### src/rtl/lirs_pkg.sv
// ----------------------------------------------------------------------------
// lirs_pkg: shared definitions for the linear interpolation resampler
// Field widths, CSR register indexes, reset values and limits used by the
// resampler datapath and its port checker.
// ----------------------------------------------------------------------------
package lirs_pkg;

   // Field and register widths
   localparam int SAMPLE_W   = 20;   // signed Q4.16 input sample
   localparam int PCM_W      = 16;   // signed PCM16 result
   localparam int RATE_W     = 19;   // sample rate in Hz
   localparam int COUNT_W    = 24;   // samples per run
   localparam int OUT_IDX_W  = 30;   // output index and total outputs
   localparam int POS_W      = 25;   // integer source position of an output
   localparam int LIMIT_W    = 24;   // upsample limit, input_rate times max ratio
   localparam int CSR_IDX_W  = 2;
   localparam int CSR_DATA_W = 24;

   // Shared restoring divider
   localparam int DIV_Q_W    = 45;   // dividend / quotient shift register
   localparam int DIV_R_W    = 20;   // partial remainder and divisor

   // Multiply-accumulate widths
   localparam int MUL_A_W    = 25;
   localparam int MUL_B_W    = 20;
   localparam int MUL_P_W    = MUL_A_W + MUL_B_W;
   localparam int ACC_W      = 40;
   localparam int MAG_W      = RATE_W + 16;   // clamp limit output_rate * 65536
   localparam int DVD_W      = MAG_W - 1;     // scaled magnitude fed to divider

   // Limits
   localparam int MAX_UPSAMPLE = 31;
   localparam int MAX_RESULTS  = 64;
   localparam int RES_CNT_W    = 7;

   // CSR register indexes
   localparam logic [CSR_IDX_W-1:0] CSR_INPUT_RATE   = CSR_IDX_W'(0);
   localparam logic [CSR_IDX_W-1:0] CSR_OUTPUT_RATE  = CSR_IDX_W'(1);
   localparam logic [CSR_IDX_W-1:0] CSR_SAMPLE_COUNT = CSR_IDX_W'(2);

   // CSR reset values
   localparam logic [RATE_W-1:0]  INPUT_RATE_RESET   = RATE_W'(24000);
   localparam logic [RATE_W-1:0]  OUTPUT_RATE_RESET  = RATE_W'(16000);
   localparam logic [COUNT_W-1:0] SAMPLE_COUNT_RESET = COUNT_W'(1);

endpackage

### src/rtl/linear_interp_resampler_pcm16.sv
// Linear interpolation resampler, Q4.16 in, PCM16 out. A run is sample_count
// input requests; it yields round-half-up(sample_count*output_rate/input_rate)
// results (at least one), each emitted as soon as both of its source samples
// have arrived. One input request is worked at a time and req_stall stays high
// until all its results are taken. The first request of a run does run setup
// in the shared restoring divider (45 steps for the output total, 19 for the
// per-output phase step). Every result then passes through the shared
// multiplier (MAC0, MAC1), the clamp and scale (PREP0, PREP1) and 16 divider
// steps for the PCM scaling by output_rate, then waits out any response stall.
// Each request also passes the CHK and DONE bookkeeping states. A CSR write
// (taken only while idle) aborts the current run. When output_rate exceeds 31
// times input_rate, every request returns one result with rate_error set.
// ----------------------------------------------------------------------------
// linear_interp_resampler_pcm16: sample rate converter top level
// Sequencer around one shared restoring divider and one shared multiplier.
// ----------------------------------------------------------------------------
module linear_interp_resampler_pcm16 (
   input  logic                                   clock,
   input  logic                                   reset,
   // input requests
   input  logic                                   req_valid,
   output logic                                   req_stall,
   input  logic signed [lirs_pkg::SAMPLE_W-1:0]   req_sample_in,
   // results
   output logic                                   rsp_valid,
   input  logic                                   rsp_stall,
   output logic signed [lirs_pkg::PCM_W-1:0]      rsp_pcm_out,
   output logic                                   rsp_run_last,
   output logic                                   rsp_stream_end,
   output logic                                   rsp_rate_error,
   // configuration writes
   input  logic                                   csr_valid,
   output logic                                   csr_ready,
   input  logic [lirs_pkg::CSR_IDX_W-1:0]         csr_index,
   input  logic [lirs_pkg::CSR_DATA_W-1:0]        csr_data
);

   localparam int SW  = lirs_pkg::SAMPLE_W;
   localparam int RW  = lirs_pkg::RATE_W;
   localparam int CW  = lirs_pkg::COUNT_W;
   localparam int OW  = lirs_pkg::OUT_IDX_W;
   localparam int PW  = lirs_pkg::POS_W;
   localparam int QW  = lirs_pkg::DIV_Q_W;
   localparam int DW  = lirs_pkg::DIV_R_W;
   localparam int AW  = lirs_pkg::ACC_W;
   localparam int MW  = lirs_pkg::MAG_W;
   localparam int VW  = lirs_pkg::DVD_W;
   localparam int NW  = lirs_pkg::RES_CNT_W;
   localparam int PCW = lirs_pkg::PCM_W;

   // divider step counts
   localparam logic [5:0] TOTAL_STEPS = 6'(QW);
   localparam logic [5:0] PHASE_STEPS = 6'(RW);
   localparam logic [5:0] PCM_STEPS   = 6'(PCW);

   // sequencer states
   localparam logic [3:0] ST_IDLE  = 4'd0;
   localparam logic [3:0] ST_MULN  = 4'd1;
   localparam logic [3:0] ST_LDT   = 4'd2;
   localparam logic [3:0] ST_DIVT  = 4'd3;
   localparam logic [3:0] ST_TSET  = 4'd4;
   localparam logic [3:0] ST_DIVS  = 4'd5;
   localparam logic [3:0] ST_SSET  = 4'd6;
   localparam logic [3:0] ST_CHK   = 4'd7;
   localparam logic [3:0] ST_MAC0  = 4'd8;
   localparam logic [3:0] ST_MAC1  = 4'd9;
   localparam logic [3:0] ST_PREP0 = 4'd10;
   localparam logic [3:0] ST_PREP1 = 4'd11;
   localparam logic [3:0] ST_DIVP  = 4'd12;
   localparam logic [3:0] ST_FIN   = 4'd13;
   localparam logic [3:0] ST_OUT   = 4'd14;
   localparam logic [3:0] ST_DONE  = 4'd15;

   // control registers
   logic [3:0]           state_ff, state_in;
   logic [RW-1:0]        input_rate_ff, input_rate_in;
   logic [RW-1:0]        output_rate_ff, output_rate_in;
   logic [CW-1:0]        sample_count_ff, sample_count_in;
   logic [SW-1:0]        prev_ff, prev_in;
   logic [CW-1:0]        in_idx_ff, in_idx_in;
   logic [OW-1:0]        out_idx_ff, out_idx_in;
   logic [RW-1:0]        rem_ff, rem_in;
   logic [PW-1:0]        k_ff, k_in;
   logic [OW-1:0]        total_ff, total_in;
   logic [5:0]           step_ff, step_in;
   logic [NW-1:0]        res_cnt_ff, res_cnt_in;

   // payload registers
   logic signed [SW-1:0] cur_ff, cur_in;
   logic [MW+8-1:0]      prod_ff, prod_in;
   logic [DW-1:0]        div_r_ff, div_r_in;
   logic [QW-1:0]        div_q_ff, div_q_in;
   logic [DW-1:0]        div_d_ff, div_d_in;
   logic [RW-1:0]        q_step_ff, q_step_in;
   logic [RW-1:0]        r_step_ff, r_step_in;
   logic signed [AW-1:0] acc_ff, acc_in;
   logic [MW-1:0]        mag_ff, mag_in;
   logic                 neg_ff, neg_in;
   logic [PCW-1:0]       pcm_ff, pcm_in;
   logic                 run_last_ff, run_last_in;
   logic                 stream_end_ff, stream_end_in;
   logic                 rate_error_ff, rate_error_in;

   // effective configuration, zero read as one
   logic [RW-1:0]                    irate, orate;
   logic [CW-1:0]                    n_eff;
   logic [lirs_pkg::LIMIT_W-1:0]     up_limit;
   logic                             rate_err;

   assign irate    = (input_rate_ff == '0)   ? RW'(1) : input_rate_ff;
   assign orate    = (output_rate_ff == '0)  ? RW'(1) : output_rate_ff;
   assign n_eff    = (sample_count_ff == '0) ? CW'(1) : sample_count_ff;
   assign up_limit = lirs_pkg::LIMIT_W'(irate) * lirs_pkg::LIMIT_W'(lirs_pkg::MAX_UPSAMPLE);
   assign rate_err = lirs_pkg::LIMIT_W'(orate) > up_limit;

   // run position of the current request
   logic          last_in_run;
   logic          k_before_j;
   logic          more_due;
   logic [SW-1:0] s0;

   assign last_in_run = ({1'b0, in_idx_ff} + PW'(1)) >= {1'b0, n_eff};
   assign k_before_j  = k_ff < {1'b0, in_idx_ff};
   assign more_due    = (out_idx_ff < total_ff) && (last_in_run || k_before_j)
                        && (res_cnt_ff < NW'(lirs_pkg::MAX_RESULTS));
   assign s0          = k_before_j ? prev_ff : cur_ff;

   // shared restoring divider step
   logic [DW:0]   div_shift;
   logic [DW:0]   div_diff;
   logic          div_ge;
   logic [DW-1:0] div_r_step;
   logic [QW-1:0] div_q_step;

   assign div_shift  = {div_r_ff, div_q_ff[QW-1]};
   assign div_diff   = div_shift - {1'b0, div_d_ff};
   assign div_ge     = div_shift >= {1'b0, div_d_ff};
   assign div_r_step = div_ge ? div_diff[DW-1:0] : div_shift[DW-1:0];
   assign div_q_step = {div_q_ff[QW-2:0], div_ge};

   // shared multiplier
   logic signed [lirs_pkg::MUL_A_W-1:0] mul_a;
   logic signed [lirs_pkg::MUL_B_W-1:0] mul_b;
   logic signed [lirs_pkg::MUL_P_W-1:0] mul_p;

   always_comb begin
      case (state_ff)
         ST_MULN: begin
            mul_a = {1'b0, n_eff};
            mul_b = {1'b0, orate};
         end
         ST_MAC0: begin
            mul_a = {{(lirs_pkg::MUL_A_W-SW){s0[SW-1]}}, s0};
            mul_b = {1'b0, orate - rem_ff};
         end
         default: begin
            mul_a = {{(lirs_pkg::MUL_A_W-SW){cur_ff[SW-1]}}, cur_ff};
            mul_b = {1'b0, rem_ff};
         end
      endcase
   end

   assign mul_p = mul_a * mul_b;

   // phase advance by one output
   logic [RW:0] rem_sum;
   logic [RW:0] rem_wrap;
   logic        wrap;

   assign rem_sum  = {1'b0, rem_ff} + {1'b0, r_step_ff};
   assign rem_wrap = rem_sum - {1'b0, orate};
   assign wrap     = rem_sum >= {1'b0, orate};

   // clamp and scale
   logic [AW-1:0]      acc_abs;
   logic [MW-1:0]      full_scale;
   logic [MW+15-1:0]   pos_scaled;
   logic [VW-1:0]      dividend;

   assign acc_abs    = acc_ff[AW-1] ? AW'(-acc_ff) : AW'(acc_ff);
   assign full_scale = {orate, 16'b0};
   // times 32767 as a shift and subtract
   assign pos_scaled = {mag_ff, 15'b0} - {15'b0, mag_ff};
   assign dividend   = neg_ff ? mag_ff[MW-1:1] : pos_scaled[MW+15-1:16];

   logic csr_write;
   logic req_take;

   assign csr_ready = (state_ff == ST_IDLE);
   assign req_stall = (state_ff != ST_IDLE) || csr_valid;
   assign csr_write = csr_valid && csr_ready;
   assign req_take  = req_valid && !req_stall;

   // sequencer and datapath next state
   always_comb begin
      state_in        = state_ff;
      input_rate_in   = input_rate_ff;
      output_rate_in  = output_rate_ff;
      sample_count_in = sample_count_ff;
      prev_in         = prev_ff;
      in_idx_in       = in_idx_ff;
      out_idx_in      = out_idx_ff;
      rem_in          = rem_ff;
      k_in            = k_ff;
      total_in        = total_ff;
      step_in         = step_ff;
      res_cnt_in      = res_cnt_ff;
      cur_in          = cur_ff;
      prod_in         = prod_ff;
      div_r_in        = div_r_ff;
      div_q_in        = div_q_ff;
      div_d_in        = div_d_ff;
      q_step_in       = q_step_ff;
      r_step_in       = r_step_ff;
      acc_in          = acc_ff;
      mag_in          = mag_ff;
      neg_in          = neg_ff;
      pcm_in          = pcm_ff;
      run_last_in     = run_last_ff;
      stream_end_in   = stream_end_ff;
      rate_error_in   = rate_error_ff;

      case (state_ff)
         ST_IDLE: begin
            if (csr_write) begin
               // write a register and abort the run
               case (csr_index)
                  lirs_pkg::CSR_INPUT_RATE: begin
                     input_rate_in = csr_data[RW-1:0];
                  end
                  lirs_pkg::CSR_OUTPUT_RATE: begin
                     output_rate_in = csr_data[RW-1:0];
                  end
                  lirs_pkg::CSR_SAMPLE_COUNT: begin
                     sample_count_in = csr_data[CW-1:0];
                  end
                  default: begin
                  end
               endcase
               if (csr_index == lirs_pkg::CSR_INPUT_RATE ||
                   csr_index == lirs_pkg::CSR_OUTPUT_RATE ||
                   csr_index == lirs_pkg::CSR_SAMPLE_COUNT) begin
                  in_idx_in  = '0;
                  out_idx_in = '0;
                  rem_in     = '0;
                  k_in       = '0;
               end
            end else if (req_take) begin
               cur_in     = req_sample_in;
               res_cnt_in = '0;
               state_in   = (in_idx_ff == '0) ? ST_MULN : ST_CHK;
            end
         end
         ST_MULN: begin
            prod_in  = mul_p[MW+8-1:0];
            state_in = ST_LDT;
         end
         ST_LDT: begin
            // total = (2*n*orate + irate) / (2*irate)
            div_r_in = '0;
            div_q_in = QW'({prod_ff, 1'b0}) + QW'(irate);
            div_d_in = {irate, 1'b0};
            step_in  = TOTAL_STEPS;
            state_in = ST_DIVT;
         end
         ST_DIVT: begin
            div_r_in = div_r_step;
            div_q_in = div_q_step;
            step_in  = step_ff - 6'd1;
            if (step_ff == 6'd1) begin
               state_in = ST_TSET;
            end
         end
         ST_TSET: begin
            total_in = (div_q_ff == '0) ? OW'(1) : div_q_ff[OW-1:0];
            // phase step = irate / orate
            div_r_in = '0;
            div_q_in = {irate, (QW-RW)'(0)};
            div_d_in = DW'(orate);
            step_in  = PHASE_STEPS;
            state_in = ST_DIVS;
         end
         ST_DIVS: begin
            div_r_in = div_r_step;
            div_q_in = div_q_step;
            step_in  = step_ff - 6'd1;
            if (step_ff == 6'd1) begin
               state_in = ST_SSET;
            end
         end
         ST_SSET: begin
            q_step_in  = div_q_ff[RW-1:0];
            r_step_in  = div_r_ff[RW-1:0];
            out_idx_in = '0;
            rem_in     = '0;
            k_in       = '0;
            state_in   = ST_CHK;
         end
         ST_CHK: begin
            if (rate_err) begin
               pcm_in        = '0;
               run_last_in   = 1'b1;
               stream_end_in = last_in_run;
               rate_error_in = 1'b1;
               state_in      = ST_OUT;
            end else if (more_due) begin
               state_in = ST_MAC0;
            end else begin
               state_in = ST_DONE;
            end
         end
         ST_MAC0: begin
            acc_in   = mul_p[AW-1:0];
            state_in = ST_MAC1;
         end
         ST_MAC1: begin
            acc_in   = acc_ff + mul_p[AW-1:0];
            state_in = ST_PREP0;
         end
         ST_PREP0: begin
            // clamp magnitude, advance to the next output
            neg_in     = acc_ff[AW-1];
            mag_in     = (acc_abs > AW'(full_scale)) ? full_scale : acc_abs[MW-1:0];
            out_idx_in = out_idx_ff + OW'(1);
            rem_in     = wrap ? rem_wrap[RW-1:0] : rem_sum[RW-1:0];
            k_in       = k_ff + PW'(q_step_ff) + PW'(wrap);
            res_cnt_in = res_cnt_ff + NW'(1);
            state_in   = ST_PREP1;
         end
         ST_PREP1: begin
            // high part stays below orate, so 16 quotient bits suffice
            div_r_in = DW'(dividend[VW-1:PCW]);
            div_q_in = {dividend[PCW-1:0], (QW-PCW)'(0)};
            div_d_in = DW'(orate);
            step_in  = PCM_STEPS;
            state_in = ST_DIVP;
         end
         ST_DIVP: begin
            div_r_in = div_r_step;
            div_q_in = div_q_step;
            step_in  = step_ff - 6'd1;
            if (step_ff == 6'd1) begin
               state_in = ST_FIN;
            end
         end
         ST_FIN: begin
            pcm_in        = neg_ff ? PCW'(0) - div_q_ff[PCW-1:0] : div_q_ff[PCW-1:0];
            run_last_in   = !more_due;
            stream_end_in = (out_idx_ff == total_ff);
            rate_error_in = 1'b0;
            state_in      = ST_OUT;
         end
         ST_OUT: begin
            if (!rsp_stall) begin
               state_in = run_last_ff ? ST_DONE : ST_MAC0;
            end
         end
         ST_DONE: begin
            // retire the request, restart after the last of the run
            prev_in = cur_ff;
            if (last_in_run) begin
               in_idx_in  = '0;
               out_idx_in = '0;
               rem_in     = '0;
               k_in       = '0;
            end else begin
               in_idx_in = in_idx_ff + CW'(1);
            end
            state_in = ST_IDLE;
         end
         default: begin
            state_in = ST_IDLE;
         end
      endcase
   end

   // control registers
   always_ff @(posedge clock) begin
      if (reset) begin
         state_ff        <= ST_IDLE;
         input_rate_ff   <= lirs_pkg::INPUT_RATE_RESET;
         output_rate_ff  <= lirs_pkg::OUTPUT_RATE_RESET;
         sample_count_ff <= lirs_pkg::SAMPLE_COUNT_RESET;
         prev_ff         <= '0;
         in_idx_ff       <= '0;
         out_idx_ff      <= '0;
         rem_ff          <= '0;
         k_ff            <= '0;
         total_ff        <= '0;
         step_ff         <= '0;
         res_cnt_ff      <= '0;
      end else begin
         state_ff        <= state_in;
         input_rate_ff   <= input_rate_in;
         output_rate_ff  <= output_rate_in;
         sample_count_ff <= sample_count_in;
         prev_ff         <= prev_in;
         in_idx_ff       <= in_idx_in;
         out_idx_ff      <= out_idx_in;
         rem_ff          <= rem_in;
         k_ff            <= k_in;
         total_ff        <= total_in;
         step_ff         <= step_in;
         res_cnt_ff      <= res_cnt_in;
      end
   end

   // payload registers
   always_ff @(posedge clock) begin
      cur_ff        <= cur_in;
      prod_ff       <= prod_in;
      div_r_ff      <= div_r_in;
      div_q_ff      <= div_q_in;
      div_d_ff      <= div_d_in;
      q_step_ff     <= q_step_in;
      r_step_ff     <= r_step_in;
      acc_ff        <= acc_in;
      mag_ff        <= mag_in;
      neg_ff        <= neg_in;
      pcm_ff        <= pcm_in;
      run_last_ff   <= run_last_in;
      stream_end_ff <= stream_end_in;
      rate_error_ff <= rate_error_in;
   end

   // result port
   assign rsp_valid      = (state_ff == ST_OUT);
   assign rsp_pcm_out    = pcm_ff;
   assign rsp_run_last   = run_last_ff;
   assign rsp_stream_end = stream_end_ff;
   assign rsp_rate_error = rate_error_ff;

endmodule

### config.mk
export PLATFORM = sky130hd
export DESIGN_NAME = linear_interp_resampler_pcm16
export DESIGN_NICKNAME = d
export VERILOG_FILES = /design/src/rtl/lirs_pkg.sv /design/src/rtl/linear_interp_resampler_pcm16.sv
export SDC_FILE = /design/constraint.sdc
export NUM_CORES = 2
export LEC_CHECK = 0
export BUFFER_PORTS_ARGS = -buffer_cell sky130_fd_sc_hd__buf_2
export CAP_MARGIN = 5
export CORE_UTILIZATION = 44
export CTS_CLUSTER_DIAMETER = 120
export CTS_CLUSTER_SIZE = 28
export DETAILED_ROUTE_END_ITERATION = 12
export GPL_TIMING_DRIVEN = 1
export SYNTH_ARGS = -nofsm -noshare
export SYNTH_HDL_FRONTEND = slang
export SYNTH_SLANG_ARGS = --single-unit
### constraint.sdc
create_clock -name clock -period 12.25 [get_ports clock]
set_input_delay 0.6125 -clock clock [delete_from_list [all_inputs] [get_ports clock]]
set_output_delay 0.6125 -clock clock [all_outputs]
set_load 0.01 [all_outputs]
==> impl_metrics.toml <==
[status]
status = "completed"

[critical_path]
end_kind = "flip-flop"
cp_common_cell = "fa_1"
crit_required_ns = 12.65
cpPeakStageDelay_ns = 0.62
criticalPathCategory = "flip-flop to flip-flop"
arrival_ns = 12.24
critPathLaunchType = "flip-flop"
slowest_stage = "fa_1"
cp_max_fo = 20

[synthesis]
ys_warn_count = 0
synth_edf_count = 281
async_reset_ff_share_pct = 0
synth_area_per_cell_sq_um = 8.820
synth_fp_nets = 6924
synth-seq-area-share_pct = 24.95
yosysUniqueCellTypes = 84
synth_seq_cells = 508
syn_area_sq_um = 52030
syn_inst = 5899
synth_ff_type = "edfxtp_1"

[global_routing]
grt_antenna_before_repair = 0
grt_start_max_net_pins = 69
track_usage_pct = 28.32
grt_pass1_vias = 41500
grt_pass1_wl_um = 257200
grt_remaining_overflow = 0

[sta]
finalSetupViolCount = 0
max_slew_margin_pct = 20.63
hold_slack_ns = 0.1627
tightest_slew_ns = 1.178
hold_viol_final = 0
slew_violations = 0
min_period_over_period_pct = 96.67
min_period_ns = 11.84
fin_skew_ns = 0.03737
fmax_mhz = 84.45

[clock_tree]
clock_sinks = 508
clk_latency_ns = 0.63
htreeDepth = 1
cts_buffers = 24
clk_path_buf_depth = 3
cts-root-buf = "clkbuf_16"
tritoncts = "built"
path_clk_slew_ns = 0.12
cts_hold_buf = 0

[route]
vias = 42420
ant_nets = 0
wl_per_cell_um = 22.84
post_drt_via_cell_ratio = 5.681
dr.pass1.iters = 5
drt-total-wl_um = 170600
route.detailed.drc = 0
drtIter0Drc = 3322

[worst_hold_path]
hp-class = "input pin to flip-flop"

[place]
gp_congestion = 0.9471
portBuffers = 72
post-dp-hpwl_um = 138300
placed_cells = 7416

[final_layout]
drive_gt1_share_pct = 6.646
stdcell_count = 7467
n_antenna_cell = 0
synthToLayoutAreaGrowth_pct = 7.219
regArea_sq_um = 12990
fin_nets = 6950
fill_cells = 11310
multiInputGateArea_sq_um = 35490

[floorplan]
io_pins = 73
row_count = 125
core-area_sq_um = 116700
die-height_um = 345.9
die_x_um = 345.9
dieArea_sq_um = 119600
initial_core_util_pct = 44.59

[power_and_ir_drop]
power.density_nw_per_um2 = 216.7
leakagePower_nw = 24.80
peakVddDrop_uv = 128.7

[flow_run]
maxCapViolations = 0
Yosys cell counts (22+ instances only):
cell type / count / share of area, %
nor4_1: 41 / 0.49
nor3_1: 71 / 0.68
fa_1: 527 / 20
o21a_1: 52 / 0.75
o211ai_1: 24 / 0.35
nand3_1: 96 / 0.92
xor2_1: 121 / 2.0
dfxtp_1: 227 / 8.7
ha_1: 447 / 11
nand4_1: 61 / 0.73
a21oi_1: 353 / 3.4
and2_1: 66 / 0.79
nor2b_1: 49 / 0.59
a221o_1: 22 / 0.42
or3_1: 33 / 0.40
nand2b_1: 38 / 0.46
and3_1: 35 / 0.42
a21o_1: 103 / 1.5
inv_1: 750 / 5.4
clkbuf_1: 233 / 1.7
nor2_1: 530 / 3.8
edfxtp_1: 281 / 16
a22oi_1: 65 / 0.94
o21ai_0: 240 / 2.3
o21bai_1: 27 / 0.39
o31ai_1: 34 / 0.49
xnor2_1: 212 / 3.6
a31oi_1: 27 / 0.32
nand2_1: 818 / 5.9
registers in the layout, indices dropped and copies added, names as in the netlist, 4 cells and up:
name and cells:
acc_ff 40, cur_ff 20, div_d_ff 20, div_q_ff 45, div_r_ff 20, in_idx_ff 24, input_rate_ff 19, k_ff 25
mag_ff 35, out_idx_ff 30, output_rate_ff 19, prev_ff 20, prod_ff 43, q_step_ff 19, r_step_ff 19, rem_ff 19
res_cnt_ff 7, rsp_pcm_out 16, sample_count_ff 24, state_ff 4, step_ff 6, total_ff 30
layout make-up:
type                    instances  area share (%)
repair buffers                252           3.106
multi-input cells            4387           63.63
inverters                     752           5.060
clock inverters                 7          0.1907
flip-flops and latches        508           23.28
well taps                    1524           3.418
clock buffers                  37           1.317
final timing paths:
| check | start | to | slack (ns) | cells past startpoint |
|---|---|---|---|---|
| setup / recovery | in_idx_ff[22]$_SDFFE_PP0P_ | acc_ff[28]$_DFFE_PP_ | 0.41 | 43 |
| setup reg to reg | in_idx_ff[22]$_SDFFE_PP0P_ | acc_ff[28]$_DFFE_PP_ | 0.41 | 43 |
| hold reg to reg | prev_ff[5]$_SDFFE_PP0P_ | prev_ff[5]$_SDFFE_PP0P_ | 0.46 | 2 |
| hold / removal | req_sample_in[4] | cur_ff[4]$_DFFE_PP_ | 0.16 | 1 |
power by group:
group          total [mW]  internal (mW)  switching [mW]
clock                1.06          0.445           0.614
sequential           2.85           2.41           0.435
combinational        8.18           3.13            5.05
layer usage:
layer	vias up	GRT usage [%]	share of wire (%)
met5	-	0	0
met4	0	14.39	5.8
met3	330	3.550	6.7
met1	20850	36.65	41
met2	1442	46.55	47
li1	19790	-	-
cells by family (layout without fill, tap and decap cells):
family / count (synthesis) / count (layout) / share of synthesized area, %
multiplexers: 44 / 44 / 0.9812
buffers and inverters: 1004 / 1048 / 7.323
adder cells (fa/ha/maj): 974 / 974 / 31.03
XOR/XNOR: 333 / 333 / 5.606
AND/OR/NAND/NOR: 1904 / 1904 / 16.26
AO/OA/AOI/OAI: 1132 / 1132 / 13.84
flip-flops: 508 / 508 / 24.95
metrics by stage:
stage               util, %  power, mW  cell area [sq um]  setup TNS [ns]  worst slack, ns
finish                47.81      12.09              55780               0           0.4083
global route          47.81      13.14              55780         -0.1165         -0.05567
CTS                   47.65      12.05              55600               0          0.02306
detailed placement    46.93      10.97              54760               0          0.05197
global placement      46.93      10.90              54760               0           0.1617
floorplan                 -      8.455              52030               0           0.8175
worst max-delay path, delay by kind of cell (launching register included):
kind	cells	cell delay (ns)
compound gates	17	3.88
simple gates	9	1.76
flops	1	0.43
xor+xnor	1	0.25
buf+inv	6	0.64
fa+ha+maj	10	4.64
cell usage in the layout, fill, tap and decap left out, types with 63 or more instances in the layout:
cell type / count
a21o_1: 103
a21oi_1: 351
a22oi_1: 65
and2_1: 63
buf_2: 71
buf_4: 177
dfxtp_1: 224
edfxtp_1: 281
fa_1: 527
ha_1: 447
inv_1: 748
nand2_1: 814
nand3_1: 96
nor2_1: 525
nor3_1: 69
o21ai_0: 233
xnor2_1: 211
xor2_1: 121
timing repair:
action,CTS,global route
setup endpoints to repair,0,14
gates resized for setup,0,34
setup buffers,0,6
Note: power is estimated with default switching activity, not from simulation.
